==> config.mk <==
export PLATFORM = sky130hd
export DESIGN_NAME = cau_front
export DESIGN_NICKNAME = d
export VERILOG_FILES = /design/src/rtl/core/cau_pkg.sv /design/src/rtl/core/cau_front.sv
export SDC_FILE = /design/constraint.sdc
export NUM_CORES = 1
export LEC_CHECK = 0
export BUFFER_PORTS_ARGS = -buffer_cell sky130_fd_sc_hd__buf_2
export CORE_AREA = 2 2 109 111
export CTS_CLUSTER_DIAMETER = 120
export DETAILED_ROUTE_END_ITERATION = 12
export DIE_AREA = 0 0 111 113
export PLACE_DENSITY_LB_ADDON = 0.3
export SETUP_SLACK_MARGIN = 0.5
export SLEW_MARGIN = 10
export SYNTH_ARGS = -nofsm -noshare
export SYNTH_HDL_FRONTEND = slang
export SYNTH_SLANG_ARGS = --single-unit
==> constraint.sdc <==
create_clock -name clk -period 9 [get_ports clk]
set_clock_uncertainty 0.1 [all_clocks]
set_input_delay 1.8 -clock clk [delete_from_list [all_inputs] [get_ports clk]]
set_output_delay 1.8 -clock clk [all_outputs]
set_load 0.02 [all_outputs]
==> src/rtl/core/cau_pkg.sv <==
// Shared types, operation codes and status codes for the complex arithmetic unit.
`timescale 1ns / 1ps

package cau_pkg;

  localparam int FRAC_BITS_DEF = 16;
  localparam int QDEPTH = 4;

  localparam logic [3:0] KIND_ADD  = 4'd0;
  localparam logic [3:0] KIND_SUB  = 4'd1;
  localparam logic [3:0] KIND_MUL  = 4'd2;
  localparam logic [3:0] KIND_DIV  = 4'd3;
  localparam logic [3:0] KIND_CONJ = 4'd4;
  localparam logic [3:0] KIND_NEG  = 4'd5;
  localparam logic [3:0] KIND_EQ   = 4'd6;
  localparam logic [3:0] KIND_NORM = 4'd7;
  localparam logic [3:0] KIND_MAG  = 4'd8;

  localparam logic [1:0] ST_OK  = 2'd0;
  localparam logic [1:0] ST_SAT = 2'd1;
  localparam logic [1:0] ST_DZ  = 2'd2;

  typedef struct packed {
    logic [3:0]         kind;
    logic signed [31:0] a_re;
    logic signed [31:0] a_im;
    logic signed [31:0] b_re;
    logic signed [31:0] b_im;
  } in_t;

  typedef struct packed {
    logic signed [31:0] res_re;
    logic signed [31:0] res_im;
    logic               is_equal;
    logic [1:0]         status;
  } out_t;

  // decoded operation, at most one bit set; none set for unused codes
  typedef struct packed {
    logic add;
    logic sub;
    logic mul;
    logic div;
    logic conj;
    logic neg;
    logic eq;
    logic norm;
    logic mag;
  } op_t;

  typedef struct packed {
    op_t                op;
    logic signed [31:0] a_re;
    logic signed [31:0] a_im;
    logic signed [31:0] b_re;
    logic signed [31:0] b_im;
  } cmd_t;

endpackage

==> src/rtl/core/cau_front.sv <==
// Front end: accepts input transactions and decodes the operation code.
`timescale 1ns / 1ps

module cau_front (
  input  logic          clk,
  input  logic          rst,
  input  logic          in_valid,
  output logic          in_stall,
  input  cau_pkg::in_t  in_data,
  output logic          push,
  output cau_pkg::cmd_t push_cmd,
  input  logic          q_full
);

  logic          fv;
  cau_pkg::cmd_t cmd;
  cau_pkg::op_t  op_dec;

  always_comb begin
    op_dec = '0;
    unique case (in_data.kind)
      cau_pkg::KIND_ADD:  op_dec.add  = 1'b1;
      cau_pkg::KIND_SUB:  op_dec.sub  = 1'b1;
      cau_pkg::KIND_MUL:  op_dec.mul  = 1'b1;
      cau_pkg::KIND_DIV:  op_dec.div  = 1'b1;
      cau_pkg::KIND_CONJ: op_dec.conj = 1'b1;
      cau_pkg::KIND_NEG:  op_dec.neg  = 1'b1;
      cau_pkg::KIND_EQ:   op_dec.eq   = 1'b1;
      cau_pkg::KIND_NORM: op_dec.norm = 1'b1;
      cau_pkg::KIND_MAG:  op_dec.mag  = 1'b1;
      default:            op_dec = '0;
    endcase
  end

  assign in_stall = fv && q_full;
  assign push     = fv && !q_full;
  assign push_cmd = cmd;

  always_ff @(posedge clk) begin
    if (rst) begin
      fv <= 1'b0;
    end else if (!in_stall) begin
      fv <= in_valid;
    end
  end

  always_ff @(posedge clk) begin
    if (in_valid && !in_stall) begin
      cmd.op   <= op_dec;
      cmd.a_re <= in_data.a_re;
      cmd.a_im <= in_data.a_im;
      cmd.b_re <= in_data.b_re;
      cmd.b_im <= in_data.b_im;
    end
  end

endmodule

==> implementation parameters <==
Parameter                              Value

Status
  Status ... finished, final reports clean

STA
  Max Freq ... 0.239 GHz
  Sum of negative setup slack ... 0 ps
  Unrepaired setup endpoints after global routing ... false
  Fin worst setup slack ... 4820 ps
  Final-report hold violation count ... 0
  Worst Hold Margin ... 424 ps
  Endpoints failing setup ... 0
  Min Tclk post-route ... 4180 ps
  Number of pins with negative max-slew slack in the final report ... 0
  Worst slew margin relative to its limit ... 40.7%
  Slew @ Worst Pin ... 890 ps
  Post-route fraction of the period consumed by the critical path ... 46.4%

Clocking
  Cts repair resizes ... 0
  Clock transition time at the flip-flop clock pins of the worst setup and hold paths ... roughly 60 ps
  Buffer levels on the longest clock path ... 2
  Depth of the CTS H-tree ... 4
  CTS sink count ... 138
  Clock root buffer ... clkbuf_16
  Insertion delay of the later-clocked pin in the worst-skew pair ... 400 ps
  Clock tree from TritonCTS ... done
  Number of setup buffers added after CTS ... 0
  Hold-fix buffers, CTS ... 0
  Number of CTS-inserted buffers ... 17

Placement
  Count of port buffers added during placement ... between 200 and 300
  Place WS ... 4820 ps
  HPWL after DPL ... 7.60 mm
  GPL Wtd Cong ... between 0.7 and 0.8

Logic synthesis
  Ys Warns ... 0
  Unique masters post-synth ... 13
  Flip-flop and latch count after synthesis ... around 140
  Instance count of the mapped netlist ... around 160
  Sequential share of the synthesized area ... 97.4%
  Summed instance area of the synthesized netlist ... 0.00424 mm2
  Nets in the synthesized netlist ... roughly 300
  Mean area per synthesized cell ... 27.2 um2

GRT
  GRT Total Usage ... around 16%
  Number of global-route vias before repair ... 2,774
  Initial antenna violation count ... 4
  Global-route wire length before repair ... 14.8 mm
  Maximum number of pins on one net before global-route repair ... 73
  Global-route congestion overflow total ... 0

Die
  Area of the die ... 0.0125 mm2
  DIE WIDTH ... about 110 um
  Number of placement rows ... 39
  Effective utilization at floorplan ... a little under two fifths
  Core area ... 0.0113 mm2
  Top-Level Pins ... 275
  Die extent in y ... 113 um

Setup path
  Slowest stage delay, CP ... 190 ps
  Data arrival, critical path ... 2280 ps
  Worst setup EP type ... output pin
  Setup Crit Path Kind ... input port to output pin
  CP Launch Type ... input port
  Worst path slowest cell ... and2_1
  Biggest fanout along the worst timing path ... 3
  Most prevalent standard cell on the critical path ... buf_2
  Critical path cell sequence ... buf_2 > and2_1 > buf_2
  Crit path required time ... roughly 7100 ps

Power
  Power density of the placed cells ... around 240 mW/mm2
  Maximum vdd drop ... roughly 130 uV
  Leakage ... 2.73 nW

Detailed routing
  Routed wire length per instance ... roughly 16 um
  Detailed-routing iteration count for the pre-antenna-repair pass ... 6
  Post-route DRC ... 0
  Remaining number of nets flagged by the antenna check after routing ... 0
  Final wirelength ... 9.96 mm
  Via count ... roughly 2,600
  DRC marker count from the first detailed-route iteration ... 119
  DR vias/cell ... 4.27

Final layout
  Share of cells above drive strength 1 ... between 60% and 70%
  Area growth from synthesis to final layout ... 50.4%
  Net count reported at finish ... 587
  Number of fill cells ... just over 900
  Leading cell type in the layout, fill and taps excluded ... buf_2
  Commonest non-fill, non-tap cells in the layout ... 274 x buf_2, 137 x edfxtp_1, 17 x clkbuf_16

Flow run
  Max-cap violations ... 0

Min path
  Class of the worst hold path ... register to register
[kinds of logic after synthesis]
group              after synthesis  synth area share [%]
DFF                            138                  97.4
and+or+nand+nor                 17                  2.48
AOI/OAI and AO/OA                1                 0.118
[synth_stat cells]
cell	instances	area, um2
and2_1	1	6.26
edfxtp_1	137	4110
nor3_1	3	15.0
dfxtp_1	1	20.0
nor2b_1	2	12.5
a21oi_1	1	5.00
nand2b_2	1	8.76
nand2_1	1	3.75
nor4b_2	1	15.0
nand2b_1	2	12.5
nor3_2	1	10.0
nor4_1	1	6.26
nor2_1	4	15.0
[metrics by stage]
stage	instances	power (W)	area (um2)	utilization (%)
after floorplan	156	0.000841	4250	-
after global placement	575	0.000905	5820	51.6
after detailed placement	575	0.000909	5820	51.6
after CTS	607	0.00156	6380	56.6
after global routing	607	0.00160	6380	56.6
final	609	0.00154	6380	56.6
[power by group]
group | leakage, nW | switching, W | internal [W] | total, W
Sequential | 1.34 | 0.00000844 | 0.000753 | 0.000761
Combinational | 1.13 | 0.0000859 | 0.0000458 | 0.000132
Clock | 0.266 | 0.000246 | 0.000403 | 0.000649
Total | 2.73 | 0.000340 | 0.00120 | 0.00154
[per-layer routing]
| layer | global-route usage [%] | part of all wire (%) |
|---|---|---|
| met5 | 0 | 0.17 |
| met4 | 6.50 | 1.2 |
| met3 | 10.2 | 13 |
| met2 | 26.1 | 50 |
| met1 | 17.0 | 36 |
[flip-flops by register name (all words and copies together), names as in the netlist]
signal and flops:
push_cmd 137, fv 1
[worst max-delay path: cells and delay by family]
family / cells / cell delay [ps]
buf+inv: 2 / 290
simple gates: 1 / 190
[path summary, 6_finish.rpt]
| check | from | to | slack, ps | cells past startpoint |
|---|---|---|---|---|
| setup / recovery | q_full | in_stall | 4820 | 3 |
| hold / removal | fv | fv | 420 | 2 |
| setup reg to reg | fv | push_cmd[36] | 7170 | 3 |
| hold reg to reg | fv | fv | 420 | 2 |
[area by class of cell]
class	instances	area [um2]	area share (%)
multi-input combinational	18	118	1.84
tap	143	179	2.80
clock buffer	18	429	6.72
timing repair buffer	276	1390	21.7
antenna	2	5.00	0.0784
sequential	138	4130	64.8
clock inverter	14	131	2.06
Note: power is estimated with default switching activity, not from simulation.
