File: src/rtl/core/cau_pkg.sv
// Shared types, operation codes and status codes for the complex arithmetic unit.
`timescale 1ns / 1ps

package cau_pkg;

  localparam int FRAC_BITS_DEF = 16;
  localparam int QDEPTH = 4;

  localparam logic [3:0] KIND_ADD  = 4'd0;
  localparam logic [3:0] KIND_SUB  = 4'd1;
  localparam logic [3:0] KIND_MUL  = 4'd2;
  localparam logic [3:0] KIND_DIV  = 4'd3;
  localparam logic [3:0] KIND_CONJ = 4'd4;
  localparam logic [3:0] KIND_NEG  = 4'd5;
  localparam logic [3:0] KIND_EQ   = 4'd6;
  localparam logic [3:0] KIND_NORM = 4'd7;
  localparam logic [3:0] KIND_MAG  = 4'd8;

  localparam logic [1:0] ST_OK  = 2'd0;
  localparam logic [1:0] ST_SAT = 2'd1;
  localparam logic [1:0] ST_DZ  = 2'd2;

  typedef struct packed {
    logic [3:0]         kind;
    logic signed [31:0] a_re;
    logic signed [31:0] a_im;
    logic signed [31:0] b_re;
    logic signed [31:0] b_im;
  } in_t;

  typedef struct packed {
    logic signed [31:0] res_re;
    logic signed [31:0] res_im;
    logic               is_equal;
    logic [1:0]         status;
  } out_t;

  // decoded operation, at most one bit set; none set for unused codes
  typedef struct packed {
    logic add;
    logic sub;
    logic mul;
    logic div;
    logic conj;
    logic neg;
    logic eq;
    logic norm;
    logic mag;
  } op_t;

  typedef struct packed {
    op_t                op;
    logic signed [31:0] a_re;
    logic signed [31:0] a_im;
    logic signed [31:0] b_re;
    logic signed [31:0] b_im;
  } cmd_t;

endpackage

File: src/rtl/core/cau_queue.sv
// Command queue between the front end and the execution pipeline.
`timescale 1ns / 1ps

module cau_queue (
  input  logic          clk,
  input  logic          rst,
  input  logic          push,
  input  cau_pkg::cmd_t push_cmd,
  output logic          full,
  input  logic          pop,
  output logic          q_valid,
  output cau_pkg::cmd_t q_cmd
);

  localparam int AW = $clog2(cau_pkg::QDEPTH);

  cau_pkg::cmd_t mem [cau_pkg::QDEPTH];
  logic [AW-1:0] wr_ptr;
  logic [AW-1:0] rd_ptr;
  logic [AW:0]   count;

  assign full    = (count == (AW+1)'(cau_pkg::QDEPTH));
  assign q_valid = (count != '0);
  assign q_cmd   = mem[rd_ptr];

  always_ff @(posedge clk) begin
    if (rst) begin
      wr_ptr <= '0;
      rd_ptr <= '0;
      count  <= '0;
    end else begin
      if (push) begin
        wr_ptr <= wr_ptr + 1'b1;
      end
      if (pop) begin
        rd_ptr <= rd_ptr + 1'b1;
      end
      if (push && !pop) begin
        count <= count + 1'b1;
      end else if (pop && !push) begin
        count <= count - 1'b1;
      end
    end
  end

  always_ff @(posedge clk) begin
    if (push) begin
      mem[wr_ptr] <= push_cmd;
    end
  end

endmodule

File: config.mk
export PLATFORM = sky130hd
export DESIGN_NAME = cau_queue
export DESIGN_NICKNAME = d
export VERILOG_FILES = /design/src/rtl/core/cau_pkg.sv /design/src/rtl/core/cau_queue.sv
export SDC_FILE = /design/constraint.sdc
export NUM_CORES = 1
export LEC_CHECK = 0
export BUFFER_PORTS_ARGS = -buffer_cell sky130_fd_sc_hd__buf_4
export CAP_MARGIN = 10
export CORE_MARGIN = 5
export CORE_UTILIZATION = 30
export DETAILED_ROUTE_END_ITERATION = 10
export SYNTH_ARGS = -nofsm -noshare
export SYNTH_HDL_FRONTEND = slang
export SYNTH_SLANG_ARGS = --single-unit
File: constraint.sdc
create_clock -name clk -period 6.6 [get_ports clk]
set_clock_uncertainty 0.2 [all_clocks]
set_input_delay 1.32 -clock clk [delete_from_list [all_inputs] [get_ports clk]]
set_output_delay 1.32 -clock clk [all_outputs]
set_load 0.05 [all_outputs]
==> results of run 1 <==
## critical path, stage by stage, from the launching register on
cell and delay [ns]:
dfxtp_4 0.68, buf_4 0.54, mux4_2 0.41, buf_4 0.21
## state kept, by name, summed over array words and instances, names as in the netlist, named ones only
register and cells:
rd_ptr 2, mem 548, count 3, wr_ptr 2
## how the worst min path moves through the flow
stage                              to  slack (ns)                   start  cells past startpoint
5_1_grt         count[2]$_SDFFE_PP0P_        0.36   count[2]$_SDFFE_PP0P_                      2
6_report       rd_ptr[1]$_SDFFE_PP0P_        0.33  rd_ptr[1]$_SDFFE_PP0P_                      2
3_3_place_gp    count[2]$_SDFFE_PP0P_        0.27   count[2]$_SDFFE_PP0P_                      2
4_1_cts        rd_ptr[1]$_SDFFE_PP0P_        0.34  rd_ptr[1]$_SDFFE_PP0P_                      2
3_5_place_dp                flip-flop        0.33  rd_ptr[1]$_SDFFE_PP0P_                      2
2_1_floorplan   count[2]$_SDFFE_PP0P_        0.26   count[2]$_SDFFE_PP0P_                      2
## power by group through the flow
stage	Combinational, mW	Clock [mW]	Sequential (mW)
CTS	1.29	3.42	4.11
global placement	1.28	0	4.18
detailed placement	1.29	0	4.19
global route	1.33	3.57	4.12
floorplan	0.855	0	4.19
finish	1.26	3.31	4.11
## routing by layer
metal | routed length (um) | global-route usage [%] | vias up
met5 | 0 | 0 | -
met2 | 20600 | 18.6 | 231
met3 | 2710 | 3.41 | 47
met4 | 695 | 2.56 | 0
met1 | 17500 | 14.7 | 4763
li1 | - | - | 3925
## cells by family (layout without fill, tap and decap cells)
logic type | after synthesis | count (layout)
flops | 557 | 557
mux | 139 | 139
buf+inv | 35 | 401
simple gates | 15 | 15
fa+ha+maj | 6 | 6
xor+xnor | 5 | 5
compound gates | 2 | 2
other cells | 0 | 1
## area by class of cell
| cell class | instances | share of cell area, % |
|---|---|---|
| multi-input combinational | 167 | 13.2 |
| clock buffer | 62 | 5.89 |
| timing repair buffer | 291 | 8.79 |
| clock inverter | 44 | 1.89 |
| antenna | 1 | 0.00990 |
| tap | 873 | 4.32 |
| sequential | 557 | 65.9 |
| inverter | 4 | 0.0594 |
## per-stage QoR
step | util, % | std cells | area (um^2) | hold WS, ns
final | 37.8 | 1999 | 25300 | 0.330
after global routing | 37.8 | 1998 | 25300 | 0.356
after CTS | 37.8 | 1998 | 25300 | 0.343
after detailed placement | 34.8 | 1892 | 23300 | 0.325
after global placement | 34.8 | 1892 | 23300 | 0.274
after floorplan | - | 759 | 20200 | 0.261
## synth_stat cells, drive strengths merged
cell type	n
nand2	1
a21oi	1
nor2	7
xor2	3
o21ai	1
nor3b	1
edfxtp	548
buf	29
and2	4
dfxtp	9
ha	5
fa	1
clkbuf	2
mux2i	2
inv	4
xnor2	2
mux4	137
or3	2
==> flow_summary.json, run 1 <==
{
  "drt_iter0_drc": 527,
  "synth_top_cell_area_share_pct": 81.6,
  "grt_pass1_vias": 9816,
  "avgViaCountPerCell": 4.49,
  "arrival_ns": 2.52,
  "syn_area_um2": 20200,
  "tightest_slew_ns": 0.883,
  "reg2reg_depth": 4,
  "tns_ns": 0,
  "ys_seq_area_share_pct": 82.5,
  "synth-xor-area-share_pct": 0.217,
  "totalWireLength_um": 41500,
  "synthMuxAreaShare_pct": 15.4,
  "setup_viol": 0,
  "hold_violations": 0,
  "cts_setup_buffers": 0,
  "cts_tree": "yes",
  "ys_types": 20,
  "start_kind": "flip-flop",
  "fin_ws_ns": 2.56,
  "endpoint_kind": "output port",
  "place.gp.congestion": 0.692,
  "synth_cells": 759,
  "grt_overflow_total": 0,
  "drc": 0,
  "ys.warnings.count": 0,
  "status": "complete, no violations",
  "fin_crit_ns": 4.04,
  "start_util_pct": 30.1,
  "power.switching_mw": 2.17,
  "reg2reg_to": "mem[0][128]$_DFFE_PP_",
  "core.rowCount": 95,
  "synth_area_leaders": "edfxtp_1, mux4_2, dfxtp_1, buf_4, buf_2",
  "crit_path_end": "q_cmd[129]",
  "p_int_mw": 6.51,
  "fmax_mhz": 248,
  "maxSlewViolCount": 0,
  "antenna_found_initial": 2,
  "p_clk_share_pct": 38.1,
  "drtPass1Iterations": 6,
  "nets": 1225,
  "ant_nets": 0,
  "mostFrequentLayoutCell": "edfxtp_1",
  "cts_root_buffer": "clkbuf_16",
  "critical_path_required_ns": 5.08,
  "rsz0062_at_grt": "false",
  "dpl.hpwl_um": 24900,
  "total_power_mw": 8.67,
  "dieArea_um2": 72500,
  "die_w_um": 269,
  "synthSimpleGateAreaFrac_pct": 0.372,
  "syn_to_final_growth_pct": 25.3,
  "power.share.switching_pct": 25.0,
  "numCtsBuffers": 57,
  "drive_gt1_share_pct": 46.3,
  "ir_drop_uv": 199,
  "synth_top_family_by_area": "multiplexers",
  "maxSlewHeadroom_pct": 41.1,
  "p_per_area_nw_per_um2": 343,
  "place_ws_ns": 2.95,
  "fp.dieH_um": 269,
  "htreeDepth": 2,
  "synth-adder-area-share_pct": 0.409,
  "power_frac_comb_pct": 14.5,
  "yosys.area.top_type": "edfxtp_1",
  "finalCritPeriodShare_pct": 61.2,
  "cts_hold_buf": 0,
  "drv_cap": 0,
  "grt_max_degree": 72,
  "r2r_start": "wr_ptr[0]$_SDFFE_PP0P_",
  "syn_nets": 906,
  "cts.repair.resized": 0,
  "grt.total_usage_pct": 11.2,
  "fillers": 5987,
  "clkSlewWorstSetupHoldPaths_ns": 0.06,
  "synth_compound_area_share_pct": 0.0496,
  "critical_path_class": "reg -> out",
  "cts_num_sinks": 557,
  "synth.avg_cell_area_um2": 26.6,
  "p_leak_nw": 8.36,
  "clockBufferDepth": 3,
  "synth_seq_cells": 557,
  "ios": 280,
  "min_path_type": "reg -> reg",
  "multi_input_area_um2": 3330,
  "seq_power_share_pct": 47.4,
  "port_buffers": 279,
  "regArea_um2": 16600,
  "via_count": 8966,
  "clk_latency_ns": 0.58,
  "path_max_fanout": 35,
  "grt_pass1_wl_um": 62800,
  "final_cell_mix": "edfxtp_1, buf_4, mux4_2",
  "avgRoutedWirePerCell_um": 20.8,
  "core_area_um2": 66900,
  "r2r_setup_slack_ns": 3.97
}
(Power assumes the default switching activity.)
==> run 2: changes to the inputs <==
- clock period: 6.6 -> 4.1 ns (I/O delays scaled with it)
==> flow_summary.json, run 2 (synthesis gave the netlist of run 1 again) <==
{
  "tightest_slew_ns": 0.773,
  "cts_setup_buffers": 0,
  "avgRoutedWirePerCell_um": 21.1,
  "avgViaCountPerCell": 4.54,
  "final_area_um2": 25300,
  "top_regs": "mem (548), count (3)",
  "grt_max_degree": 60,
  "grt_pass1_vias": 9948,
  "drtPass1Iterations": 4,
  "cts_hold_buf": 0,
  "multi_input_area_um2": 3330,
  "antenna_found_initial": 1,
  "dpl.hpwl_um": 25700,
  "fmax_mhz": 293,
  "min_path_type": "in -> reg",
  "cts_num_sinks": 557,
  "fillers": 6021,
  "cts_tree": "yes",
  "r2r_setup_slack_ns": 1.98,
  "critical_path_class": "reg -> out",
  "mostFrequentLayoutCell": "edfxtp_1",
  "tns_ns": 0,
  "fp.dieH_um": 269,
  "grt.total_usage_pct": 11.4,
  "die_w_um": 269,
  "clockBufferDepth": 3,
  "dieArea_um2": 72500,
  "cts.repair.resized": 0,
  "via_count": 9128,
  "port_buffers": 279,
  "drt_iter0_drc": 459,
  "cts_root_buffer": "clkbuf_16",
  "maxSlewHeadroom_pct": 48.4,
  "top_register": "mem",
  "rsz0062_at_grt": "false",
  "clkSlewWorstSetupHoldPaths_ns": 0.06,
  "totalWireLength_um": 42300,
  "ios": 280,
  "place.gp.congestion": 0.707,
  "syn_to_final_growth_pct": 25.5,
  "drv_cap": 0,
  "fin_hold_ws_ns": 0.213,
  "regArea_um2": 16600,
  "largest_register_ff_count": 548,
  "reg2reg_to": "mem[3][44]$_DFFE_PP_",
  "fin_util_pct": 37.8,
  "setup_viol": 0,
  "start_kind": "flip-flop",
  "grt_overflow_total": 0,
  "p_leak_nw": 8.37,
  "status": "complete, no violations",
  "path_max_fanout": 42,
  "maxSlewViolCount": 0,
  "clk_latency_ns": 0.60,
  "ir_drop_uv": 407,
  "core.rowCount": 95,
  "nets": 1240,
  "r2r_start": "wr_ptr[0]$_SDFFE_PP0P_",
  "start_util_pct": 30.1,
  "drive_gt1_share_pct": 46.5,
  "placed_cell_area_um2": 23500,
  "numCtsBuffers": 59,
  "endpoint_kind": "output port",
  "ant_nets": 0,
  "hold_violations": 0,
  "crit_path_end": "q_cmd[47]",
  "htreeDepth": 2,
  "drc": 0,
  "reg2reg_depth": 3,
  "finalCritPeriodShare_pct": 83.1,
  "fin_crit_ns": 3.41,
  "grt_pass1_wl_um": 63700,
  "total_power_mw": 13.6,
  "diodes": 0,
  "p_per_area_nw_per_um2": 536,
  "arrival_ns": 2.39,
  "final_cell_mix": "edfxtp_1, buf_4, mux4_2",
  "core_area_um2": 66900,
  "critical_path_required_ns": 3.08
}
## run 2: worst max-delay path, stage by stage (launching register included)
cell and delay [ns]:
dfxtp_4 0.59, buf_12 0.38, mux4_2 0.58, buf_4 0.21
## run 2: worst min-delay path by stage
| stage | start | end | slack [ns] | cells past startpoint |
|---|---|---|---|---|
| CTS | push_cmd[35] | mem[2][35]$_DFFE_PP_ | 0.16 | 1 |
| detailed placement | count[2]$_SDFFE_PP0P_ | count[2]$_SDFFE_PP0P_ | 0.30 | 2 |
| finish | push_cmd[3] | mem[2][3]$_DFFE_PP_ | 0.21 | 1 |
| floorplan | count[2]$_SDFFE_PP0P_ | count[2]$_SDFFE_PP0P_ | 0.26 | 2 |
| global route | push_cmd[3] | mem[2][3]$_DFFE_PP_ | 0.16 | 1 |
| global placement | count[2]$_SDFFE_PP0P_ | count[2]$_SDFFE_PP0P_ | 0.28 | 2 |
## run 2: layout make-up
class	count	area share (%)
Clock buffer	71	6.10
Clock inverter	33	0.940
Inverter	4	0.0593
Multi-Input combinational cell	167	13.1
Sequential cell	557	65.8
Tap cell	873	4.32
Timing Repair Buffer	304	9.66
## run 2: power by group
| part | internal, mW | switching, mW | total [mW] |
|---|---|---|---|
| Clock | 2.79 | 2.11 | 4.90 |
| Combinational | 0.718 | 1.34 | 2.05 |
| Sequential | 6.54 | 0.0677 | 6.61 |
## run 2: routing by layer
layer  routed length [um]  up-vias  global-route usage, %  share of wire, %
li1                     -     3966                      -                 -
met1                17300     4831                   14.4                41
met2                21200      253                   19.2                50
met4                  903        2                   2.95               2.1
met5                   19        -                      0             0.045
met3                 2980       76                   3.58               7.0
## run 2: stage by stage
step	std cells	worst slack, ns
after floorplan	759	0.953
after global placement	1905	1.24
after detailed placement	1905	1.23
after CTS	2009	0.554
after global routing	2009	0.482
final	2009	0.693
==> run 3: changes to the inputs <==
- ABC_AREA: not set -> 1
- clock period: 4.1 -> 3.27 ns (I/O delays scaled with it)
==> flow_summary.json, run 3 <==
{
  "place.gp.congestion": 0.747,
  "clkSlewWorstSetupHoldPaths_ns": 0.06,
  "avgViaCountPerCell": 4.65,
  "fin_util_pct": 38.9,
  "drv_cap": 0,
  "clk_latency_ns": 0.59,
  "status": "complete, no violations",
  "htreeDepth": 2,
  "final_cell_mix": "edfxtp_1, buf_4, nor2_1",
  "mostFrequentLayoutCell": "edfxtp_1",
  "synth_cells": 1384,
  "synth.avg_cell_area_um2": 15.0,
  "ir_drop_uv": 440,
  "drtPass1Iterations": 5,
  "numCtsBuffers": 58,
  "arrival_ns": 2.29,
  "core.rowCount": 96,
  "via_count": 12600,
  "synth_seq_cells": 557,
  "place_ws_ns": 0.694,
  "fin_ws_ns": 0.130,
  "maxSlewHeadroom_pct": 61.0,
  "dieArea_um2": 74500,
  "synthTopCellsByCount": "edfxtp_1, nor2_1, o21ai_0",
  "ant_nets": 0,
  "drive_gt1_share_pct": 24.1,
  "synth_top_cell_area_share_pct": 79.3,
  "ys_types": 20,
  "top_register": "mem",
  "fmax_mhz": 318,
  "totalWireLength_um": 49900,
  "synth_area_leaders": "edfxtp_1, nor2_1, o22ai_1, o21ai_0, o21ai_1",
  "fp.dieH_um": 273,
  "ys_seq_area_share_pct": 80.2,
  "grt_pass1_wl_um": 75400,
  "port_buffers": 279,
  "fin_crit_ns": 3.14,
  "ys.warnings.count": 0,
  "endpoint_kind": "output port",
  "syn_area_um2": 20700,
  "top_regs": "mem (548), count (3)",
  "drc": 0,
  "tightest_slew_ns": 0.586,
  "power.switching_mw": 4.52,
  "diodes": 0,
  "p_leak_nw": 9.16,
  "syn_to_final_growth_pct": 28.5,
  "syn_nets": 1531,
  "min_path_type": "in -> reg",
  "placed_cell_area_um2": 24100,
  "antenna_found_initial": 2,
  "clockBufferDepth": 3,
  "grt_overflow_total": 0,
  "synth_flop_cell": "edfxtp_1",
  "setup_viol": 0,
  "cts_tree": "yes",
  "cts_num_sinks": 557,
  "largest_register_ff_count": 548,
  "power_frac_comb_pct": 14.4,
  "start_kind": "flip-flop",
  "tns_ns": 0,
  "p_int_mw": 12.9,
  "nets": 1882,
  "fillers": 6285,
  "power.share.switching_pct": 26.0,
  "grt_max_degree": 114,
  "grt_pass1_vias": 12900,
  "hold_violations": 0,
  "cts_root_buffer": "clkbuf_16",
  "grt.total_usage_pct": 12.9,
  "avgRoutedWirePerCell_um": 18.4,
  "place_inst": 2548,
  "ios": 280,
  "critical_path_required_ns": 2.42,
  "core_area_um2": 68600,
  "maxSlewViolCount": 0,
  "start_util_pct": 30.2,
  "p_clk_share_pct": 38.2,
  "critical_path_class": "reg -> out",
  "drt_iter0_drc": 699,
  "finalCritPeriodShare_pct": 96.0,
  "p_per_area_nw_per_um2": 653,
  "final_cells": 2712,
  "yosysMostFrequentCell": "edfxtp_1",
  "yosys.area.top_type": "edfxtp_1",
  "path_max_fanout": 113,
  "synth_edf_count": 548,
  "die_w_um": 273,
  "rsz0062_at_grt": "false",
  "async_reset_ff_share_pct": 0,
  "final_area_um2": 26600,
  "seq_power_share_pct": 47.4,
  "dpl.hpwl_um": 29000
}
-- run 3: cell types whose count changed after synthesis, moves of 48 or more --
| cell | before | now |
|---|---|---|
| clkbuf_1 | 2 | 50 |
| o21ai_0 | 1 | 156 |
| mux4_2 | 137 | 0 |
| nor2_1 | 7 | 281 |
| o21ai_1 | 0 | 123 |
| o22ai_1 | 0 | 137 |
-- run 3: kinds of logic after synthesis --
logic type | after synthesis | share of synthesized area, %
buffers and inverters | 107 | 3.08
adder cells (fa/ha/maj) | 6 | 0.398
XOR/XNOR | 1 | 0.0422
flip-flops | 557 | 80.2
AO/OA/AOI/OAI | 419 | 10.9
AND/OR/NAND/NOR | 294 | 5.34
-- run 3: layout make-up --
| class | count | area [um^2] | area share, % |
|---|---|---|---|
| clock buffer | 69 | 1520 | 5.72 |
| clock inverter | 37 | 422 | 1.58 |
| inverter | 17 | 93.8 | 0.352 |
| multi-input combinational | 720 | 3560 | 13.4 |
| sequential | 557 | 16600 | 62.5 |
| tap | 931 | 1160 | 4.37 |
| timing repair buffer | 381 | 3240 | 12.1 |
-- run 3: power by group through the flow --
stage	clock [mW]	combinational (mW)	sequential, mW
3_5_place_dp	0	2.47	8.40
4_1_cts	6.85	2.54	8.25
6_report	6.64	2.51	8.24
5_1_grt	7.14	2.67	8.26
3_3_place_gp	0	2.44	8.39
2_1_floorplan	0	1.56	8.39
-- run 3: metal layers --
| layer | part of all wire (%) | global-route usage (%) | wire length (um) |
|---|---|---|---|
| met1 | 41 | 15.5 | 20200 |
| met2 | 51 | 23.0 | 25400 |
| met3 | 6.7 | 3.71 | 3350 |
| met4 | 1.9 | 2.97 | 961 |
| met5 | 0.024 | 0 | 12 |
-- run 3: worst paths after layout --
| check | from | end | slack [ns] | depth (start not counted) |
|---|---|---|---|---|
| worst max-delay path | flip-flop | q_cmd[44] | 0.13 | 4 |
| worst min-delay path | push_cmd[1] | mem[3][1]$_DFFE_PP_ | 0.06 | 1 |
| worst max register to register | wr_ptr[0]$_SDFFE_PP0P_ | mem[2][68]$_DFFE_PP_ | 1.26 | 6 |
| worst min register to register | rd_ptr[1]$_SDFFE_PP0P_ | flip-flop | 0.24 | 1 |
-- run 3: critical path, cell delays in order, from the launching register on --
cell	delay, ns
dfxtp_4	0.48
buf_12	0.35
o21ai_0	0.19
o22ai_1	0.25
buf_4	0.24
-- run 3: stage by stage --
step | power (mW) | hold slack (ns)
after floorplan | 9.95 | 0.212
after global placement | 10.8 | 0.224
after detailed placement | 10.9 | 0.222
after CTS | 17.6 | 0.000391
after global routing | 18.1 | 0.00389
final | 17.4 | 0.0570
-- run 3: repair_timing --
item | 4_1_cts | 5_1_grt
setup buffers | 0 | 1
endpoints found under the hold margin | 196 | 0
endpoints found under the setup margin | 0 | 16
hold buffers | 57 | 0
resized for setup | 0 | 1
